$ cat src/design/fpsc_pkg.sv
package fpsc_pkg;

  localparam int AngleW = 24;
  localparam int MagW   = 24;
  localparam int DegW   = 25;
  localparam int ProdW  = 31;
  localparam int QuotW  = 20;
  localparam int RemW   = 9;
  localparam int FoldW  = 7;
  localparam int IdxW   = 5;
  localparam int LutW   = 10;
  localparam int ValW   = 11;

  // mrad -> deg: floor(mag * 180 / 3142) as (mag * 180 * RecipPi) >> PiShift
  localparam logic [7:0]  MradScale = 8'd180;
  localparam logic [31:0] RecipPi   = 32'd2799520377;
  localparam int          PiShift   = 43;

  // floor(d / 360) as (d * Recip360) >> FullShift
  localparam logic [24:0] Recip360  = 25'd23860930;
  localparam int          FullShift = 33;

  localparam logic [8:0] DegFull  = 9'd360;
  localparam logic [8:0] DegHalf  = 9'd180;
  localparam logic [8:0] DegRight = 9'd90;
  localparam logic [8:0] DegThree = 9'd270;
  localparam logic [1:0] StepDeg  = 2'd3;

  // floor(x / 3) for x < 128 as (x * 171) >> 9
  localparam logic [7:0] RecipStep = 8'd171;
  localparam int         StepShift = 9;
  // floor(x / 3) for x < 4096 as (x * 2731) >> 13
  localparam logic [11:0] RecipFrac = 12'd2731;
  localparam int          FracShift = 13;

  localparam logic signed [ValW-1:0] ValMax = 11'sd1000;
  localparam logic signed [ValW-1:0] ValMin = -11'sd1000;

  typedef struct packed {
    logic                   valid;
    logic signed [DegW-1:0] deg;
  } deg_xfer_t;

  typedef struct packed {
    logic             valid;
    logic             zero;
    logic             neg;
    logic [FoldW-1:0] ang;
  } fold_xfer_t;

  // cosine * 1000 at 3-degree steps, 0 to 90 degrees
  function automatic logic [LutW-1:0] cos_lut(input logic [IdxW-1:0] idx);
    logic [LutW-1:0] v;
    unique case (idx)
      5'd0:  v = 10'd1000;
      5'd1:  v = 10'd999;
      5'd2:  v = 10'd995;
      5'd3:  v = 10'd988;
      5'd4:  v = 10'd978;
      5'd5:  v = 10'd966;
      5'd6:  v = 10'd951;
      5'd7:  v = 10'd934;
      5'd8:  v = 10'd914;
      5'd9:  v = 10'd891;
      5'd10: v = 10'd866;
      5'd11: v = 10'd839;
      5'd12: v = 10'd809;
      5'd13: v = 10'd777;
      5'd14: v = 10'd743;
      5'd15: v = 10'd707;
      5'd16: v = 10'd669;
      5'd17: v = 10'd629;
      5'd18: v = 10'd588;
      5'd19: v = 10'd545;
      5'd20: v = 10'd500;
      5'd21: v = 10'd454;
      5'd22: v = 10'd407;
      5'd23: v = 10'd358;
      5'd24: v = 10'd309;
      5'd25: v = 10'd259;
      5'd26: v = 10'd208;
      5'd27: v = 10'd156;
      5'd28: v = 10'd105;
      5'd29: v = 10'd52;
      5'd30: v = 10'd0;
      default: v = 10'd0;
    endcase
    return v;
  endfunction

endpackage

$ cat src/design/fpsc_deg_conv.sv
module fpsc_deg_conv (
  input  logic                              clk,
  input  logic                              rst,
  input  logic                              ce,
  input  logic                              in_valid,
  input  logic                              operation,
  input  logic                              angle_unit,
  input  logic signed [fpsc_pkg::AngleW-1:0] angle,
  output fpsc_pkg::deg_xfer_t               deg_out
);
  import fpsc_pkg::*;

  // stage 1: sign and magnitude
  logic            v1, op1, unit1, neg1;
  logic [MagW-1:0] mag1;
  // stage 2: scale by 180
  logic             v2, op2, unit2, neg2;
  logic [MagW-1:0]  mag2;
  logic [ProdW-1:0] prod2;
  // stage 3: reciprocal product
  logic            v3, op3, unit3, neg3;
  logic [MagW-1:0] mag3;
  logic [62:0]     prod3;
  // stage 4: signed degrees
  logic                   v4;
  logic signed [DegW-1:0] deg4;

  logic [QuotW-1:0]       quot;
  logic [MagW-1:0]        mag_sel;
  logic signed [DegW-1:0] sdeg;
  logic signed [DegW-1:0] deg_next;

  always_ff @(posedge clk) begin
    if (rst) begin
      v1 <= 1'b0;
      v2 <= 1'b0;
      v3 <= 1'b0;
      v4 <= 1'b0;
    end else if (ce) begin
      v1 <= in_valid;
      v2 <= v1;
      v3 <= v2;
      v4 <= v3;
    end
  end

  always_ff @(posedge clk) begin
    if (ce) begin
      op1   <= operation;
      unit1 <= angle_unit;
      neg1  <= angle[AngleW-1];
      mag1  <= angle[AngleW-1] ? MagW'(~angle + 1'b1) : MagW'(angle);

      op2   <= op1;
      unit2 <= unit1;
      neg2  <= neg1;
      mag2  <= mag1;
      prod2 <= ProdW'(ProdW'(mag1) * ProdW'(MradScale));

      op3   <= op2;
      unit3 <= unit2;
      neg3  <= neg2;
      mag3  <= mag2;
      prod3 <= 63'(prod2) * 63'(RecipPi);

      deg4 <= deg_next;
    end
  end

  always_comb begin
    quot     = prod3[PiShift+QuotW-1:PiShift];
    mag_sel  = unit3 ? MagW'(quot) : mag3;
    sdeg     = neg3 ? -$signed({1'b0, mag_sel}) : $signed({1'b0, mag_sel});
    deg_next = op3 ? DegW'(sdeg - DegW'(DegRight)) : sdeg;
  end

  assign deg_out = '{valid: v4, deg: deg4};

endmodule

$ cat src/design/fpsc_reduce.sv
module fpsc_reduce (
  input  logic                 clk,
  input  logic                 rst,
  input  logic                 ce,
  input  fpsc_pkg::deg_xfer_t  deg_in,
  output fpsc_pkg::fold_xfer_t fold_out
);
  import fpsc_pkg::*;

  logic            v1, v2, v3, v4;
  logic [MagW-1:0] d1, d2;
  logic [48:0]     p2;
  logic [RemW-1:0] r3;
  logic             zero4;
  logic             neg4;
  logic [FoldW-1:0] ang4;

  logic [15:0]      q;
  logic [24:0]      qm;
  logic [RemW-1:0]  r_next;
  logic [7:0]       t;
  logic             neg_next;
  logic             zero_next;
  logic [FoldW-1:0] f_next;

  always_ff @(posedge clk) begin
    if (rst) begin
      v1 <= 1'b0;
      v2 <= 1'b0;
      v3 <= 1'b0;
      v4 <= 1'b0;
    end else if (ce) begin
      v1 <= deg_in.valid;
      v2 <= v1;
      v3 <= v2;
      v4 <= v3;
    end
  end

  always_ff @(posedge clk) begin
    if (ce) begin
      d1 <= deg_in.deg[DegW-1] ? MagW'(-deg_in.deg) : MagW'(deg_in.deg);
      d2 <= d1;
      p2 <= 49'(d1) * 49'(Recip360);
      r3 <= r_next;
      zero4 <= zero_next;
      neg4  <= neg_next;
      ang4  <= f_next;
    end
  end

  always_comb begin
    q      = p2[FullShift+15:FullShift];
    qm     = 25'(q) * 25'(DegFull);
    r_next = RemW'(25'(d2) - qm);
  end

  // fold 0..359 onto 0..90 with a sign; right angles come out as exact zero
  always_comb begin
    zero_next = (r3 == DegRight) || (r3 == DegThree);
    if (r3 >= DegHalf) begin
      t        = 8'(r3 - DegHalf);
      neg_next = 1'b1;
    end else begin
      t        = 8'(r3);
      neg_next = 1'b0;
    end
    if (t >= 8'(DegRight)) begin
      f_next   = FoldW'(8'(DegHalf) - t);
      neg_next = ~neg_next;
    end else begin
      f_next = FoldW'(t);
    end
  end

  assign fold_out = '{valid: v4, zero: zero4, neg: neg4, ang: ang4};

endmodule

$ cat src/design/fpsc_interp.sv
module fpsc_interp (
  input  logic                               clk,
  input  logic                               rst,
  input  logic                               ce,
  input  fpsc_pkg::fold_xfer_t               fold_in,
  output logic                               out_valid,
  output logic signed [fpsc_pkg::ValW-1:0]   value
);
  import fpsc_pkg::*;

  logic            v1, zero1, neg1;
  logic [1:0]      rem1;
  logic [LutW-1:0] lo1, hi1;

  logic [14:0]            idx_prod;
  logic [IdxW-1:0]        idx;
  logic [1:0]             rem;
  logic [LutW-1:0]        dn;
  logic [11:0]            frac;
  logic [23:0]            frac_prod;
  logic [LutW-1:0]        frac_div;
  logic [LutW-1:0]        mag;
  logic signed [ValW-1:0] value_next;

  always_ff @(posedge clk) begin
    if (rst) begin
      v1        <= 1'b0;
      out_valid <= 1'b0;
    end else if (ce) begin
      v1        <= fold_in.valid;
      out_valid <= v1;
    end
  end

  always_comb begin
    idx_prod = 15'(fold_in.ang) * 15'(RecipStep);
    idx      = IdxW'(idx_prod >> StepShift);
    rem      = 2'(7'(fold_in.ang) - 7'(idx) * 7'(StepDeg));
  end

  always_ff @(posedge clk) begin
    if (ce) begin
      zero1 <= fold_in.zero;
      neg1  <= fold_in.neg;
      rem1  <= rem;
      lo1   <= cos_lut(idx);
      hi1   <= cos_lut(IdxW'(idx + 1'b1));
      value <= value_next;
    end
  end

  // table falls monotonically, so the step truncates toward zero as lo - floor(...)
  always_comb begin
    dn        = lo1 - hi1;
    frac      = 12'(dn) * 12'(rem1);
    frac_prod = 24'(frac) * 24'(RecipFrac);
    frac_div  = LutW'(frac_prod >> FracShift);
    mag       = lo1 - frac_div;
    if (zero1) begin
      value_next = '0;
    end else if (neg1) begin
      value_next = -$signed({1'b0, mag});
    end else begin
      value_next = $signed({1'b0, mag});
    end
  end

endmodule

$ cat src/design/fixed_point_sine_cosine_top.sv
// Fixed-point sine / cosine, result scaled by 1000.
//
// Input stream (s_axis_*): one angle per transaction. tdata carries the
// signed 24-bit angle, tuser says whether it is degrees or milliradians
// and whether the cosine or the sine is wanted. Milliradians are turned
// into whole degrees (truncated toward zero) before the lookup.
// Output stream (m_axis_*): one transaction per input, tdata carries the
// signed 11-bit result in -1000..1000.
//
// Throughput: one transaction per cycle unless m_axis_tready stalls the
// output. Ten register stages lie between input and output: the accepting
// edge loads the first stage and m_axis_tvalid comes from the last.
// Four stages for the unit conversion (magnitude, x180, reciprocal multiply,
// sign/offset), four for the modulo-360 reduction and quadrant fold, two for
// the table lookup and interpolation. The output register is the last stage.
//
// Reset empties the pipeline; nothing else is stored. When the receiver
// holds m_axis_tready low with a result waiting, the whole pipeline
// freezes and s_axis_tready drops in the same cycle; nothing is lost.
module fixed_point_sine_cosine_top (
  input  logic        clk,
  input  logic        rst,
  input  logic        s_axis_tvalid,
  output logic        s_axis_tready,
  input  logic [23:0] s_axis_tdata,   // [23:0] angle
  input  logic [1:0]  s_axis_tuser,   // [0] operation, [1] angle_unit
  output logic        m_axis_tvalid,
  input  logic        m_axis_tready,
  output logic [15:0] m_axis_tdata    // [10:0] value, [15:11] zero
);
  import fpsc_pkg::*;

  logic                   ce;
  deg_xfer_t              deg_x;
  fold_xfer_t             fold_x;
  logic signed [ValW-1:0] value;

  // advance everything unless a finished result is stuck at the output
  assign ce            = ~m_axis_tvalid | m_axis_tready;
  assign s_axis_tready = ce;

  fpsc_deg_conv u_deg_conv (
    .clk        (clk),
    .rst        (rst),
    .ce         (ce),
    .in_valid   (s_axis_tvalid),
    .operation  (s_axis_tuser[0]),
    .angle_unit (s_axis_tuser[1]),
    .angle      ($signed(s_axis_tdata[AngleW-1:0])),
    .deg_out    (deg_x)
  );

  fpsc_reduce u_reduce (
    .clk      (clk),
    .rst      (rst),
    .ce       (ce),
    .deg_in   (deg_x),
    .fold_out (fold_x)
  );

  fpsc_interp u_interp (
    .clk       (clk),
    .rst       (rst),
    .ce        (ce),
    .fold_in   (fold_x),
    .out_valid (m_axis_tvalid),
    .value     (value)
  );

  assign m_axis_tdata = {5'b0, value};

endmodule

$ cat config.mk
export PLATFORM = sky130hd
export DESIGN_NAME = fixed_point_sine_cosine_top
export DESIGN_NICKNAME = d
export VERILOG_FILES = /design/src/design/fpsc_pkg.sv /design/src/design/fpsc_deg_conv.sv /design/src/design/fpsc_reduce.sv /design/src/design/fpsc_interp.sv /design/src/design/fixed_point_sine_cosine_top.sv
export SDC_FILE = /design/constraint.sdc
export NUM_CORES = 2
export LEC_CHECK = 0
export BUFFER_PORTS_ARGS = -buffer_cell sky130_fd_sc_hd__buf_2
export CAP_MARGIN = 20
export CORE_MARGIN = 2
export CORE_UTILIZATION = 50
export CTS_CLUSTER_DIAMETER = 60
export DETAILED_ROUTE_END_ITERATION = 8
export HOLD_SLACK_MARGIN = 0.08
export PLACE_DENSITY = 0.68
export SLEW_MARGIN = 25
export SYNTH_ARGS = -nofsm -noshare
export SYNTH_HDL_FRONTEND = slang
export SYNTH_SLANG_ARGS = --single-unit
$ cat constraint.sdc
create_clock -name clk -period 10 [get_ports clk]
set_input_delay 0 -clock clk [delete_from_list [all_inputs] [get_ports clk]]
set_output_delay 0 -clock clk [all_outputs]
set_load 0.05 [all_outputs]
# Yosys cells after proc, flatten, opt, wreduce, memory -nomap -nowiden
# Memories as Yosys holds them, arrays and structs flattened. A register that Yosys moved wholly into a read port is not among the register bits.
# Index checks and enable logic that the tools add are counted.
# Widths: inputs -> output; s select.
# classes
n_lt_le_gt_ge	2
n_addsub	12
reduce_logical	2
multipliers	8
bitwise	5
muxes	10
eq_ne	2
# ops
operator	n
$mul 29x32->61 const B	1
$mux 25	2
$mul 24x24->48 const B	1
$mux 24	2
$mul 24x6->29 const B	1
$neg 24->25	1
$sub 25x7->25 const B	1
$add 24x1->24 const B	1
$neg 24->24	1
$not 24->24	1
$mul 12x12->23 const B	1
$mux 23	1
$sub 10x10->10	2
$mul 16x6->6 const B	1
$mul 7x8->14 const B	1
$mul 10x2->12	1
$neg 10->11	1
$mux 10	1
$eq 9x7->1 const B	1
$eq 9x9->1 const B	1
$ge 9x8->1 const B	1
$sub 9x9->9	1
$ge 8x7->1 const B	1
$mux 8	1
other kinds (11)	14
# word_totals
n_memories	2
out_inout_bits	18
elab_cells	81
rom_bits	640
regBits	322
input_bits	30
# memory_table
name	depth	word_bits	rd	rd_clocked_by_memory_dff	write_ports	line	rtl
(no name shown)	32	10	1	1	0	fpsc_pkg.sv:54	unique case (idx)
(no name shown)	32	10	1	1	0	fpsc_pkg.sv:54	

# Depth between registers and ports, before layout
# depth
ltp_word	6
depth_mapped	43
ltp_nobuf	43

# Cells and area by module
# Synthesis repeated with hierarchy kept, for this count alone.
# hier_totals
cells_unflattened	4004
hier_area_um2	42261.8
# modules_own_cells
mod	area_each_um2	n_inst	cells_per_inst	seq_area_each_um2
fpsc_deg_conv	24757.5	1	2248	4674.5
fpsc_reduce	10104.7	1	946	1791.7
fpsc_interp	7352.1	1	803	1091.0
fixed_point_sine_cosine_top	47.5	1	7	0.0

# Worst setup path before layout
# No wires, ideal clock.
# synth_path
path_kind	register to register
start	register u_interp.hi1[0]
end	register u_interp.value[9] (netlist bit) (data pin)
path_buffers	0
path_slack_ps	657
setup_ps	260
period_less_slack_ps	9343
arrival_time_ps	9084
path_stages_with_launch	42
path_cell_list	edfxtp_1 -> ha_1 -> fa_1 -> nor2b_1 -> o21ai_0 -> a21boi_0 -> o21ai_0 -> a21boi_0 -> nor2_1 -> and2_1 -> ha_1 -> or2_2 -> o21a_1 -> o21ai_0 -> nand2b_1 -> xnor2_1 -> inv_1 -> ha_1 -> [6 not listed] -> fa_1 -> inv_1 -> ha_1 -> or4_1 -> o21bai_1 -> o2111ai_1 -> nand2b_1 -> a21oi_1 -> xnor2_1 -> ha_1 -> nor2b_1 -> o21ai_1 -> a21oi_1 -> or4_1 -> a2111o_1 -> o41ai_1 -> nor2_1 -> mux2_2
# synth_via
elab_chain_cells	6
# synth_rtl
item	line	rtl
from (decl)	fpsc_interp.sv:13	logic [LutW-1:0] lo1, hi1;
$sub 10x10->10 (*)	fpsc_interp.sv:54	dn = lo1 - hi1;
$mul 10x2->12 (*)	fpsc_interp.sv:55	frac = 12'(dn) * 12'(rem1);
$mul 12x12->23 (*)	fpsc_interp.sv:56	frac_prod = 24'(frac) * 24'(RecipFrac);
$sub 10x10->10 (*)	fpsc_interp.sv:58	mag = lo1 - frac_div;
$neg 10->11	fpsc_interp.sv:62	value_next = -$signed({1'b0, mag});
$mux 10 (*)	fpsc_interp.sv:61	end else if (neg1) begin
to (signal assigned)	fpsc_interp.sv:48	value <= value_next;
to (decl)	fpsc_interp.sv:7	output logic signed [fpsc_pkg::ValW-1:0] value
# Mark *: on every way between the ends. The rest lies on a longest branch, timed or not.
# A chain may end at the register's enable or synchronous reset.

# Worst setup path after layout
# layout_path
start	register u_interp.lo1[0]
end	register u_interp.value[8] (netlist bit) (data pin)
# layout_via
elab_chain_cells	6
# layout_rtl
item	line
from (decl)	fpsc_interp.sv:13
$sub 10x10->10	fpsc_interp.sv:54
$mul 10x2->12	fpsc_interp.sv:55
$mul 12x12->23	fpsc_interp.sv:56
$sub 10x10->10 (*)	fpsc_interp.sv:58
$neg 10->11	fpsc_interp.sv:62
$mux 10 (*)	fpsc_interp.sv:61
# Marks and branches as above.

==> impl_summary.txt <==
----------------------------------------------------
[Outcome]
  Result of the run ... finished, final reports clean

[Yosys]
  Mapped Cells ... 3983
  Largest family of logic cells by synthesized area ... adder cells
  Share of synthesized cell area in and, or, nand and nor gates ... 0.0651
  Cell area after synthesis ... 41900 sq um
  Number of synthesis warnings ... 0
  Cell taking the most area after synthesis ... sky130_fd_sc_hd__fa_1
  Share of the synthesized area in the top cell type ... 0.301
  Largest cells by area after synthesis ... sky130_fd_sc_hd__fa_1, sky130_fd_sc_hd__ha_1, sky130_fd_sc_hd__edfxtp_1
  Number of enable-type register cells in the synthesized netlist ... 245
  Synthesized flop and latch total ... 255
  FFs w/ async S/R, synth ... 0
  Synthesized-area fraction occupied by xor and xnor cells ... 0.0461
  Post-synthesis share of cell area spent on full adders, half adders and majority gates ... 0.526
  Mean instance size in the synthesized netlist ... 10.5 sq um
  Complex-gate fraction of the synthesized area ... 0.0737
  Register area share after synthesis ... 0.181
  Top_reg_cell synth ... sky130_fd_sc_hd__edfxtp_1
  Number of distinct library cell variants in the gate-level netlist after synthesis ... 87
  Cell with the most instances after synthesis ... sky130_fd_sc_hd__inv_1
  Top cells by instance count after synthesis ... sky130_fd_sc_hd__inv_1, sky130_fd_sc_hd__ha_1, sky130_fd_sc_hd__fa_1
  Mux cell area share after synthesis ... 0.00980

[Placement]
  Final weighted congestion in routability-driven placement ... 0.965
  Cell total after placement ... 5095
  Port buffer count ... 42
  Detailed placer's ending HPWL ... 80.5 mm

[Setup path]
  Startpoint Class ... register
  Cell with the most instances on the worst path ... sky130_fd_sc_hd__inv_1
  Setup Crit Path Kind ... reg2reg
  Worst Path Max Fanout ... 4
  Endpoint arrival time on the critical path ... 9.76 ns
  Element type at the critical path end ... register
  Required time of the worst setup path ... 10.28 ns
  Max incr delay on CP ... 0.54 ns
  Cell with the largest stage delay on the worst path ... sky130_fd_sc_hd__fa_1

[Detailed routing]
  Routed length on met1 ... 40.5 mm
  Vias ... 27500
  Final ANT Viol Nets ... 0
  Drt pass-1 iters ... 7
  Highest metal layer with signal wires ... met4
  Routed wire length ... 93.9 mm
  Routed length on met2 ... 47.0 mm
  Total length of routed met3 wires ... 3.52 mm
  Routed vias/inst ... 5.27
  DRC violation count after routing ... 0
  Detail-routed net length per standard cell ... 18.0 um
  Initial DRC count ... 1381

[GRT]
  Initial antenna violation count ... 0
  GR Util All Layers ... 0.229
  Number of global-route vias before repair ... 29500
  Total gr overflow ... 0
  Wire length of the first global-routing pass ... 156 mm
  Pin count of the biggest net entering global routing ... 120

[Final layout]
  Fillers ... 7269
  Post-route non-filler standard cell count ... 5215
  Fraction of layout cells with a size suffix above 1 ... 0.0447
  Net total in the final layout ... 5518
  Layout overhead on the synthesized area ... 8.37%
  Total inserted antenna cells ... 0

[Clock tree]
  Clock Tree Root ... sky130_fd_sc_hd__clkbuf_16
  Number of buffers added by the clock tree synthesis step ... 36
  Post-CTS clock slew at the launch and capture registers of the worst setup and hold paths ... 0.06 ns
  H-tree level count ... 2
  Clock Path Buffers ... 3
  Clk sink count ... 255
  Source-to-sink clock delay at the later pin of the worst-skew pair ... 0.57 ns
  CTS tree ... built

[Timing]
  Worst slew slack as a fraction of its limit ... 0.286
  Slew Limit Fails ... 0
  Final Hold Violating Endpoints ... 0
  Minimum clock period ... 9.48 ns
  Crit share post-route ... 0.948
  Final setup vio count ... 0
  Maximum achievable frequency ... 0.105 GHz
  Worst-case clock skew ... 0.0298 ns
  Least-Margin Pin Slew ... 1.07 ns

[Min path]
  Worst min path class ... in2reg

[Floorplanning]
  Initial core utilization ... 0.503
  Die W ... 293 um
  Std-Cell Core Area ... 83300 sq um
  Count of boundary I/O pins ... 48
  Row count ... 106
  Die ar. ... 86100 sq um
  Overall die height ... 293 um

[Job]
  Max_cap viols ... 0

----------------------------------------------------
critical path, delay by kind of cell, from the launching register on:
kind,cells,cell delay (ns)
compound gates,12,2.26
xor+xnor,3,0.43
fa+ha+maj,11,3.64
buf+inv,8,0.76
flops,1,0.32
simple gates,9,1.85
repair_timing:
| item | CTS | global route |
|---|---|---|
| hold endpoints to repair | 37 | 0 |
| hold buffers | 52 | 0 |
| endpoints found under the setup margin | 0 | 5 |
| resized for setup | 0 | 20 |
| setup buffers | 0 | 1 |
worst paths after layout:
kind	endpoint	startpoint	slack [ns]	cells past startpoint
setup / recovery	u_interp.value[8]	u_interp.lo1[0]	0.52	43
setup reg to reg	u_interp.value[8]	u_interp.lo1[0]	0.52	43
hold / removal	u_deg_conv.unit1	s_axis_tuser[1]	0.16	2
hold reg to reg	u_deg_conv.neg2	u_deg_conv.neg1	0.41	0
per-layer routing:
metal | vias up | global-route usage
met1 | 13600 | 0.294
met2 | 506 | 0.406
met4 | 0 | 0.0652
li1 | 13200 | -
met3 | 168 | 0.0291
met5 | - | 0
through the flow:
| stage | instance area (sq um) | hold WS, ns | util | setup TNS (ns) | setup WS, ns |
|---|---|---|---|---|---|
| floorplan | 41900 | 0.0989 | - | 0 | 0.657 |
| global placement | 43500 | 0.180 | 0.522 | 0 | 0.199 |
| detailed placement | 43500 | 0.184 | 0.523 | 0 | 0.0498 |
| CTS | 45300 | 0.129 | 0.543 | 0 | 0.0176 |
| global route | 45400 | 0.147 | 0.545 | -0.0697 | -0.0388 |
| finish | 45400 | 0.160 | 0.545 | 0 | 0.516 |
state kept, by name (all words and copies together) (netlist names), 2 cells and up:
register          cells
u_deg_conv.prod3     20
u_deg_conv.mag2      24
u_deg_conv.prod2     27
u_reduce.ang4         7
u_interp.lo1         10
u_interp.hi1         10
u_deg_conv.deg4      25
u_deg_conv.mag3      24
u_reduce.d2           9
u_deg_conv.mag1      24
u_interp.rem1         2
u_interp.value       11
u_reduce.r3           9
u_reduce.d1          24
u_reduce.p2           6
logic make-up after synthesis:
family / Yosys count
and+or+nand+nor: 526
xor gates and xnor gates: 217
muxes: 39
AOI/OAI and AO/OA: 468
other: 1
buffers and inverters: 1096
adders and majority gates: 1381
DFF: 255
placed cells by master, fill, tap and decap left out, types with 10 or more instances in the layout:
| cell type | netlist | routed |
|---|---|---|
| sky130_fd_sc_hd__a211oi_1 | 21 | 21 |
| sky130_fd_sc_hd__a21o_1 | 40 | 40 |
| sky130_fd_sc_hd__a21oi_1 | 115 | 114 |
| sky130_fd_sc_hd__and2_1 | 18 | 18 |
| sky130_fd_sc_hd__and3_1 | 17 | 17 |
| sky130_fd_sc_hd__buf_2 | 3 | 42 |
| sky130_fd_sc_hd__buf_4 | 5 | 35 |
| sky130_fd_sc_hd__clkbuf_16 | 0 | 39 |
| sky130_fd_sc_hd__dfxtp_1 | 10 | 10 |
| sky130_fd_sc_hd__dlygate4sd3_1 | 0 | 52 |
| sky130_fd_sc_hd__edfxtp_1 | 245 | 245 |
| sky130_fd_sc_hd__fa_1 | 630 | 629 |
| sky130_fd_sc_hd__ha_1 | 751 | 750 |
| sky130_fd_sc_hd__inv_1 | 1044 | 1044 |
| sky130_fd_sc_hd__mux2i_1 | 32 | 32 |
| sky130_fd_sc_hd__nand2_1 | 135 | 135 |
| sky130_fd_sc_hd__nand2b_1 | 28 | 28 |
| sky130_fd_sc_hd__nand3_1 | 40 | 40 |
| sky130_fd_sc_hd__nand4_1 | 21 | 21 |
| sky130_fd_sc_hd__nor2_1 | 97 | 97 |
| sky130_fd_sc_hd__nor2b_1 | 25 | 25 |
| sky130_fd_sc_hd__nor3_1 | 41 | 41 |
| sky130_fd_sc_hd__o211ai_1 | 17 | 17 |
| sky130_fd_sc_hd__o21a_1 | 15 | 15 |
| sky130_fd_sc_hd__o21ai_0 | 101 | 98 |
| sky130_fd_sc_hd__o21bai_1 | 13 | 13 |
| sky130_fd_sc_hd__o31ai_1 | 22 | 20 |
| sky130_fd_sc_hd__o41ai_1 | 14 | 12 |
| sky130_fd_sc_hd__or3_1 | 36 | 36 |
| sky130_fd_sc_hd__xnor2_1 | 161 | 158 |
| sky130_fd_sc_hd__xor2_1 | 54 | 52 |
layout make-up:
type                    instances  area [sq um]  share of cell area
clock buffers                  46          1010              0.0223
clock inverters                20           209             0.00461
inverters                    1048          3940              0.0869
multi-input cells            2636         30300               0.668
flip-flops and latches        255          7560               0.167
well taps                    1080          1350              0.0298
repair buffers                130           998              0.0220
Power is left out: the tool's default activity adds up to more than one toggle a clock period on the data nets, which glitch-free logic cannot reach.
